**src/sv/assert_macros.svh**
```systemverilog
// Assertion helpers used by the RTL.
`ifndef ASSERT_MACROS_SVH
`define ASSERT_MACROS_SVH

// Check a property at every rising clock edge outside reset.
`define ASSERT_CLK(lbl, clk, rst, prop) \
   lbl: assert property (@(posedge clk) disable iff (rst) (prop)) \
      else $error("assertion failed");

// Check that an expression never holds outside reset.
`define ASSERT_NEVER(lbl, clk, rst, expr) \
   lbl: assert property (@(posedge clk) disable iff (rst) !(expr)) \
      else $error("forbidden condition seen");

`endif

```
**src/sv/stwalk_pkg.sv**
```systemverilog
package stwalk_pkg;

   localparam int MAX_DIMS     = 4;
   localparam int DIM_BITS     = 12;
   localparam int OFFSET_BITS  = 24;
   localparam int NUM_TENSORS  = 3;
   localparam int PACK_BITS    = MAX_DIMS * DIM_BITS;
   localparam int ACT_BITS     = 3;
   localparam int CSR_IDX_BITS = 3;

   typedef enum logic [CSR_IDX_BITS-1:0] {
      CSR_ACTIVE_DIMS = 3'd0,
      CSR_DIM_SIZES   = 3'd1,
      CSR_STRIDES_A   = 3'd2,
      CSR_STRIDES_B   = 3'd3,
      CSR_STRIDES_C   = 3'd4
   } csr_idx_type;

   typedef enum logic {
      ACT_START   = 1'b0,
      ACT_ADVANCE = 1'b1
   } action_type;

   typedef logic [NUM_TENSORS-1:0][OFFSET_BITS-1:0] offs_type;
   typedef logic [NUM_TENSORS-1:0][DIM_BITS-1:0]    strd_type;

   typedef struct packed {
      logic                   action;
      logic [OFFSET_BITS-1:0] base_a;
      logic [OFFSET_BITS-1:0] base_b;
      logic [OFFSET_BITS-1:0] base_c;
   } req_type;

   typedef struct packed {
      logic [OFFSET_BITS-1:0] offset_a_out;
      logic [OFFSET_BITS-1:0] offset_b_out;
      logic [OFFSET_BITS-1:0] offset_c_out;
      logic [PACK_BITS-1:0]   index_out;
      logic                   wrapped;
   } rsp_type;

   typedef struct packed {
      logic start;
      logic active;
      logic carry_in;
   } cell_ctl_type;

   typedef struct packed {
      logic                carry_out;
      logic [DIM_BITS-1:0] idx_next;
   } cell_stat_type;

endpackage

```
**src/sv/stwalk_cell.sv**
```systemverilog
module stwalk_cell
   import stwalk_pkg::*;
(
   input  logic          clock,
   input  logic          reset,
   input  logic [DIM_BITS-1:0] size,
   input  strd_type      stride,
   input  cell_ctl_type  ctl,
   input  offs_type      acc_in,
   output offs_type      acc_out,
   output cell_stat_type stat
);

   logic [DIM_BITS-1:0]   idx_ff;
   logic [DIM_BITS-1:0]   idx_in;
   offs_type              rewind_ff;
   offs_type              rewind_in;
   logic [DIM_BITS-1:0]   size_eff;
   logic [DIM_BITS-1:0]   last;
   logic                  bump_ok;
   logic [NUM_TENSORS-1:0][2*DIM_BITS-1:0] prod;

   assign size_eff = (size == '0) ? DIM_BITS'(1) : size;
   assign last     = size_eff - DIM_BITS'(1);
   assign bump_ok  = ((DIM_BITS+1)'(idx_ff) + (DIM_BITS+1)'(1)) < (DIM_BITS+1)'(size_eff);

   always_comb begin
      for (int t = 0; t < NUM_TENSORS; t++) begin
         prod[t]      = (2*DIM_BITS)'(stride[t]) * (2*DIM_BITS)'(last);
         rewind_in[t] = OFFSET_BITS'(prod[t]);
      end
   end

   always_comb begin
      idx_in         = idx_ff;
      acc_out        = acc_in;
      stat.carry_out = 1'b0;
      if (ctl.start) begin
         idx_in = '0;
      end else if (ctl.active && ctl.carry_in) begin
         if (bump_ok) begin
            idx_in = idx_ff + DIM_BITS'(1);
            for (int t = 0; t < NUM_TENSORS; t++) begin
               acc_out[t] = acc_in[t] + OFFSET_BITS'(stride[t]);
            end
         end else begin
            idx_in = '0;
            for (int t = 0; t < NUM_TENSORS; t++) begin
               acc_out[t] = acc_in[t] - rewind_ff[t];
            end
            stat.carry_out = 1'b1;
         end
      end
      stat.idx_next = idx_in;
   end

   always_ff @(posedge clock) begin
      if (reset) begin
         idx_ff <= '0;
      end else begin
         idx_ff <= idx_in;
      end
   end

   always_ff @(posedge clock) begin
      rewind_ff <= rewind_in;
   end

endmodule

```
**config.mk**
```make
export PLATFORM = sky130hd
export DESIGN_NAME = stwalk_cell
export DESIGN_NICKNAME = d
export VERILOG_FILES = /design/src/sv/assert_macros.svh /design/src/sv/stwalk_pkg.sv /design/src/sv/stwalk_cell.sv
export SDC_FILE = /design/constraint.sdc
export NUM_CORES = 1
export LEC_CHECK = 0
export BUFFER_PORTS_ARGS = -buffer_cell sky130_fd_sc_hd__buf_2
export CAP_MARGIN = 20
export CORE_MARGIN = 2
export CORE_UTILIZATION = 30
export DETAILED_ROUTE_END_ITERATION = 10
export MAX_ROUTING_LAYER = met4
export PLACE_DENSITY = 0.46
export SETUP_SLACK_MARGIN = 0.5
export SYNTH_ARGS = -nofsm -noshare
export SYNTH_HDL_FRONTEND = slang
export SYNTH_SLANG_ARGS = --single-unit
export TNS_END_PERCENT = 50
```
**constraint.sdc**
```tcl
create_clock -name clock -period 9 [get_ports clock]
set_input_delay 0.45 -clock clock [delete_from_list [all_inputs] [get_ports clock]]
set_output_delay 0.45 -clock clock [all_outputs]
set_load 0.05 [all_outputs]
```
==> results of run 1 <==
## report_power, final
group          total [µW]  switching [µW]  leakage (µW)  internal (µW)
Clock                 434             182      0.000156            252
Sequential            658            56.3      0.000703            601
Combinational        4920            2840        0.0117           2080
## stage by stage
stage,hold WS (ns),setup WS (ns)
finish,0.4015,1.236
detailed placement,0.6365,1.074
global placement,0.6260,1.215
global route,0.4015,0.8165
floorplan,0.5216,2.006
CTS,0.3658,1.207
## worst reg2reg max path: cells and delay by family (launching register included)
family	cells	cell delay (ns)
buffers and inverters	1	0.46
AND/OR/NAND/NOR	5	0.80
flip-flops	1	0.47
adder cells (fa/ha/maj)	2	0.62
AO/OA/AOI/OAI	6	1.50
XOR/XNOR	1	0.19
## Yosys cell counts, types with 59 or more instances
| cell type | instances | area (µm²) |
|---|---|---|
| sky130_fd_sc_hd__a21oi_1 | 127 | 635.6 |
| sky130_fd_sc_hd__and2_1 | 137 | 857.1 |
| sky130_fd_sc_hd__clkbuf_1 | 95 | 356.6 |
| sky130_fd_sc_hd__dfxtp_1 | 84 | 1682 |
| sky130_fd_sc_hd__fa_1 | 303 | 6066 |
| sky130_fd_sc_hd__ha_1 | 271 | 3391 |
| sky130_fd_sc_hd__inv_1 | 475 | 1783 |
| sky130_fd_sc_hd__nand2_1 | 354 | 1329 |
| sky130_fd_sc_hd__nor2_1 | 142 | 533.0 |
| sky130_fd_sc_hd__o21ai_0 | 140 | 700.7 |
| sky130_fd_sc_hd__xnor2_1 | 100 | 875.8 |
| sky130_fd_sc_hd__xor2_1 | 59 | 516.8 |
## cell families (layout without fill, tap and decap cells)
group | count (synthesis) | count (layout)
other | 0 | 3
AO/OA/AOI/OAI | 442 | 442
XOR/XNOR | 160 | 160
adder cells (fa/ha/maj) | 574 | 574
buffers and inverters | 590 | 730
AND/OR/NAND/NOR | 877 | 877
flip-flops | 84 | 84
multiplexers | 13 | 13
## cell type report
cell class                      count  share of cell area, %
Multi-Input combinational cell   2066                  74.28
Inverter                          478                  7.386
Timing Repair Buffer              236                  5.140
Sequential cell                    84                  6.922
Clock buffer                       11                 0.9992
Tap cell                          950                  4.893
Clock inverter                      5                 0.3502
Antenna cell                        3                0.03090
## layout by cell type, fill, tap and decap left out, types with 6 or more instances in the layout
cell type                   count
sky130_fd_sc_hd__buf_2        209
sky130_fd_sc_hd__o31ai_1        9
sky130_fd_sc_hd__and3_1        20
sky130_fd_sc_hd__xnor2_1       93
sky130_fd_sc_hd__or3_1         13
sky130_fd_sc_hd__a21oi_1      127
sky130_fd_sc_hd__nor3b_1       10
sky130_fd_sc_hd__inv_1        475
sky130_fd_sc_hd__fa_1         303
sky130_fd_sc_hd__nand4_1       13
sky130_fd_sc_hd__a31oi_1       16
sky130_fd_sc_hd__nand3b_1       8
sky130_fd_sc_hd__o21a_1        19
sky130_fd_sc_hd__nor2b_1       20
sky130_fd_sc_hd__nor4_1         7
sky130_fd_sc_hd__nand3_1       28
sky130_fd_sc_hd__xor2_1        58
sky130_fd_sc_hd__nor3_1        41
sky130_fd_sc_hd__or2_2          9
sky130_fd_sc_hd__o21ai_0      140
sky130_fd_sc_hd__o31a_1         6
sky130_fd_sc_hd__and2_1       137
sky130_fd_sc_hd__o211ai_1      10
sky130_fd_sc_hd__nand2b_1      46
sky130_fd_sc_hd__dfxtp_1       84
sky130_fd_sc_hd__or4_1         13
sky130_fd_sc_hd__buf_4         27
sky130_fd_sc_hd__a21o_1        46
sky130_fd_sc_hd__a211oi_1      13
sky130_fd_sc_hd__nand2_1      354
sky130_fd_sc_hd__ha_1         271
sky130_fd_sc_hd__xnor2_2        8
sky130_fd_sc_hd__clkbuf_16      9
sky130_fd_sc_hd__o21bai_1      11
sky130_fd_sc_hd__nor2_1       140
sky130_fd_sc_hd__mux2i_1        8
## path summary, 6_finish.rpt
check                       end  slack, ns  cells past startpoint
hold reg to reg       idx_ff[1]       0.66                      3
hold / removal    rewind_ff[24]       0.40                      2
setup / recovery    acc_out[70]       1.24                     26
setup reg to reg     idx_ff[10]       4.85                     15
## sequential cells by signal, summed over array words and instances, names as in the netlist
| signal | cells |
|---|---|
| idx_ff | 12 |
| rewind_ff | 72 |
## per-layer routing
metal | up-vias | routed length, µm | track usage [%] | share of wire [%]
met4 | 0 | 945 | 3.661 | 1.5
met3 | 55 | 2273 | 1.708 | 3.5
met5 | - | 0 | - | 0
met1 | 9034 | 30460 | 24.17 | 47
met2 | 340 | 31090 | 30.56 | 48
li1 | 9001 | - | - | -
==> flow_metrics.tcl, run 1 <==
set metrics [dict create \
    drt-pass1-iter-count 5 \
    worstSetupPathType "reg2out" \
    ctsResizeCount 0 \
    gp_congestion 0.9017 \
    first_global_vias 19474 \
    netlist_instances 2740 \
    clockBufferDepth 2 \
    hold_fails_final_rpt 0 \
    total_clock_buffers_created_by_cts 9 \
    cp_slowest_stage_delay_ns 0.59 \
    path_delay_family "compound AO/OA/AOI/OAI gates" \
    stdcell_area_um2 24290 \
    postPlaceCellArea_um2 23960 \
    crit_path_top_delay_cell "sky130_fd_sc_hd__o21ai_4" \
    ant_nets 0 \
    postSynthRegisterBits 84 \
    synth_simple_gate_area_share_pct 19.46 \
    slew_headroom_pct 28.90 \
    synth.area.mux_share_pct 0.6236 \
    ir_drop_mv 0.1881 \
    drive_gt1_share_pct 10.28 \
    power.total_uw 6010 \
    global_route.overflow_total 0 \
    r2r_start "idx_ff[0]" \
    setup.worst_path.start "idx_ff[0]" \
    routed_via_density 4.808 \
    finalSetupViolations 0 \
    fin_cells 3833 \
    synth_top_family_by_area "adder cells" \
    min-delay-start "size[0]" \
    achievable-frequency_mhz 128.8 \
    std_cell_core_area_um2 71850 \
    global_route_wire_length_before_repair_mm 106.0 \
    finalSetupTns_ns 0 \
    power_leakage_uw 0.01258 \
    placedCellCount 3814 \
    synth_enable_flop_cells 0 \
    drt_iter0_markers 812 \
    clock_latency_ns 0.39 \
    tightest_slew_ns 1.061 \
    final.fill_count 7678 \
    time_the_final_worst_path_needs_with_i_o_delays_and_setup_ns 7.764 \
    synth_cell_type_count 70 \
    dp_hpwl_mm 53.71 \
    worst_hold_path_type "in2reg" \
    avgRoutedWirePerCell_um 16.90 \
    synth_fp_nets 3439 \
    die_y_um 274.0 \
    antenna_found_initial 2 \
    cts.sink_count 84 \
    cts_tree "yes" \
    final.period_utilization_pct 86.27 \
    clk_root_buffer_cell "sky130_fd_sc_hd__clkbuf_16" \
    postSynthAreaPerCell_um2 7.981 \
    seq_area_um2 1682 \
    gr-usage-all-layers_pct 18.31 \
    synthesis.yosys.warnings 0 \
    seq_area_frac_synth_pct 7.690 \
    worstSetupEndpointType "output port" \
    vias_post_dr 18430 \
    route.detailed.drc 0 \
    finalClockSkew_ns 0.001405 \
    worstPathMaxFanout 21 \
    share_of_the_synthesized_area_in_compound_gates_ao_oa_aoi_oai_pct 12.36 \
    die_area_um2 75070 \
    multi_input_area_um2 18040 \
    share_of_synthesized_registers_carrying_an_async_set_or_reset_pct 0 \
    ys.flop_type "sky130_fd_sc_hd__dfxtp_1" \
    final_util_pct 33.81 \
    initial_core_utilization_pct 30.43 \
    yosys.area_share.xor_xnor_pct 6.442 \
    power_per_cell_area_nw_per_um2 247.4 \
    worstPathArrival_ns 7.31 \
    grt_setup_unrepaired "no" \
    netlist_area_um2 21870 \
    grt_start_max_net_pins 65 \
    ioPinCount 210 \
    final_nets 3574 \
    critical_path_buf_inv_count 3 \
    max_cap_viol_count 0 \
    cts.repair_timing.setup_buffer_count 0 \
    holdBufCountCts 0 \
    adder_cell_area_share_of_the_yosys_netlist_pct 43.24 \
    chip_width_um 274.0 \
    syn2layout_area_growth_pct 11.09 \
    clk_transition_reported_paths_ns 0.07 \
    floorplan.rows 98 \
    wirelength_mm 64.76 \
    htree_num_levels 3 \
    worst_ep_required_time_ns 8.55 \
    crit_path_start_kind "register" \
    portBuffers 209 \
    maxSlewViolCount 0 \
    status "complete, no violations" \
]
Power figures use the tool's default switching activity.
==> run 2, diff against run 1 <==
- CORE_MARGIN: 2 -> unset
- CORE_UTILIZATION: 30 -> 43
- PLACE_DENSITY: 0.46 -> 0.61
==> flow_metrics.tcl, run 2 (synthesis results as in run 1) <==
set metrics [dict create \
    crit_path_start_kind "input pin" \
    fin_cells 3547 \
    std_cell_core_area_um2 50170 \
    reg2regPathDepth 14 \
    cts.repair_timing.setup_buffer_count 0 \
    grt_setup_unrepaired "no" \
    regMostFlops "rewind_ff" \
    final_nets 3569 \
    holdBufCountCts 0 \
    route.detailed.drc 0 \
    ant_nets 0 \
    first_global_vias 18558 \
    finalClockSkew_ns 0.005272 \
    die_area_um2 51760 \
    die_y_um 227.5 \
    worstSetupPathType "in2reg" \
    ioPinCount 210 \
    hold_fails_final_rpt 0 \
    wirelength_mm 61.32 \
    maxSlewViolCount 0 \
    drt_iter0_markers 1155 \
    largest_register_ffs 72 \
    worstPathMaxFanout 21 \
    most-common-layout-cells "sky130_fd_sc_hd__inv_1, sky130_fd_sc_hd__nand2_1, sky130_fd_sc_hd__fa_1" \
    gr-usage-all-layers_pct 24.86 \
    initial_core_utilization_pct 43.59 \
    antenna_found_initial 1 \
    avgRoutedWirePerCell_um 17.29 \
    worst_ep_required_time_ns 9.30 \
    routed_via_density 5.292 \
    global_route_wire_length_before_repair_mm 97.49 \
    floorplan.rows 82 \
    finalSetupTns_ns 0 \
    placedCellCount 3531 \
    ctsResizeCount 0 \
    power.total_uw 5964 \
    worst_hold_path_type "in2reg" \
    min_delay_path_depth 2 \
    final.period_utilization_pct 84.75 \
    achievable-frequency_mhz 131.1 \
    cts.sink_count 84 \
    slew_headroom_pct 37.58 \
    portBuffers 209 \
    tightest_slew_ns 0.9348 \
    chip_width_um 227.5 \
    finalSetupViolations 0 \
    status "complete, no violations" \
    time_the_final_worst_path_needs_with_i_o_delays_and_setup_ns 7.627 \
    clock_latency_ns 0.37 \
    dp_hpwl_mm 49.85 \
    clk_root_buffer_cell "sky130_fd_sc_hd__clkbuf_16" \
    global_route.overflow_total 0 \
    worstSetupEndpointType "register" \
    layout_top_registers "rewind_ff: 72 flops, idx_ff: 12 flops" \
    cts_tree "yes" \
    drive_gt1_share_pct 10.06 \
    gp_congestion 0.9169 \
    vias_post_dr 18771 \
    layout_commonest_cell "sky130_fd_sc_hd__inv_1" \
    drt-pass1-iter-count 6 \
    power_per_cell_area_nw_per_um2 249.8 \
    total_clock_buffers_created_by_cts 9 \
    grt_start_max_net_pins 103 \
    syn2layout_area_growth_pct 9.189 \
    htree_num_levels 3 \
    max_cap_viol_count 0 \
    clk_transition_reported_paths_ns 0.07 \
    ir_drop_mv 0.2480 \
    clockBufferDepth 2 \
    worstPathArrival_ns 7.93 \
    power_leakage_uw 0.01254 \
]
## run 2: cell type report
cell class / count / area (µm²)
multi-input cells: 2066 / 18050
diodes: 1 / 2.502
clock buffers: 11 / 242.7
well taps: 672 / 840.8
repair buffers: 231 / 1211
clock inverters: 4 / 50.05
flip-flops and latches: 84 / 1682
fillers: 4917 / 26290
inverters: 478 / 1794
## run 2: worst paths after layout
path	from	slack, ns	end
worst max register to register	idx_ff[0]	4.87	idx_ff[1]
worst min register to register	idx_ff[8]	0.62	idx_ff[8]
worst min-delay path	reset	0.41	idx_ff[2]
worst max-delay path	size[2]	1.37	rewind_ff[22]
## run 2: worst max-delay path, cell delays in order
cell and delay (ns):
sky130_fd_sc_hd__buf_2 0.16, sky130_fd_sc_hd__nor4_2 0.46, sky130_fd_sc_hd__nand3_1 0.16, sky130_fd_sc_hd__nor2_1 0.50
sky130_fd_sc_hd__nor2_2 0.15, sky130_fd_sc_hd__ha_1 0.35, sky130_fd_sc_hd__and2_1 0.23, sky130_fd_sc_hd__xnor2_2 0.54
sky130_fd_sc_hd__buf_4 0.37, sky130_fd_sc_hd__nand2_1 0.11, sky130_fd_sc_hd__fa_1 0.40, sky130_fd_sc_hd__fa_1 0.37
sky130_fd_sc_hd__inv_1 0.07, sky130_fd_sc_hd__fa_1 0.43, sky130_fd_sc_hd__fa_1 0.54, sky130_fd_sc_hd__inv_1 0.05
sky130_fd_sc_hd__fa_1 0.47, sky130_fd_sc_hd__inv_1 0.04, sky130_fd_sc_hd__ha_1 0.33, sky130_fd_sc_hd__a21o_1 0.18
sky130_fd_sc_hd__a21o_1 0.16, sky130_fd_sc_hd__a21o_1 0.22, sky130_fd_sc_hd__o311ai_0 0.52, sky130_fd_sc_hd__a31oi_1 0.19
sky130_fd_sc_hd__o21a_1 0.21, sky130_fd_sc_hd__nor2_1 0.12, sky130_fd_sc_hd__xnor2_1 0.13
## run 2: where the power goes
| group | internal [µW] | leakage [µW] | switching [µW] |
|---|---|---|---|
| Combinational | 2080 | 0.0117 | 2850 |
| Clock | 221 | 0.000138 | 169 |
| Sequential | 601 | 0.000703 | 49.0 |
## run 2: metrics by stage
step / utilization (%) / setup WS, ns / hold WS, ns / instance area (µm²)
after floorplan: - / 2.006 / 0.5216 / 21870
after global placement: 47.00 / 1.256 / 0.5939 / 23580
after detailed placement: 47.00 / 1.052 / 0.5988 / 23580
after CTS: 47.59 / 1.401 / 0.4062 / 23880
after global routing: 47.59 / 0.8931 / 0.4285 / 23880
final: 47.59 / 1.373 / 0.4137 / 23880
## run 2: routing by layer
metal	vias to the layer above	share of wire, %	GRT usage [%]
met5	-	0	-
met4	0	2.1	6.322
met3	83	6.1	3.433
met2	544	44	37.89
met1	9141	48	34.59
li1	9003	-	-
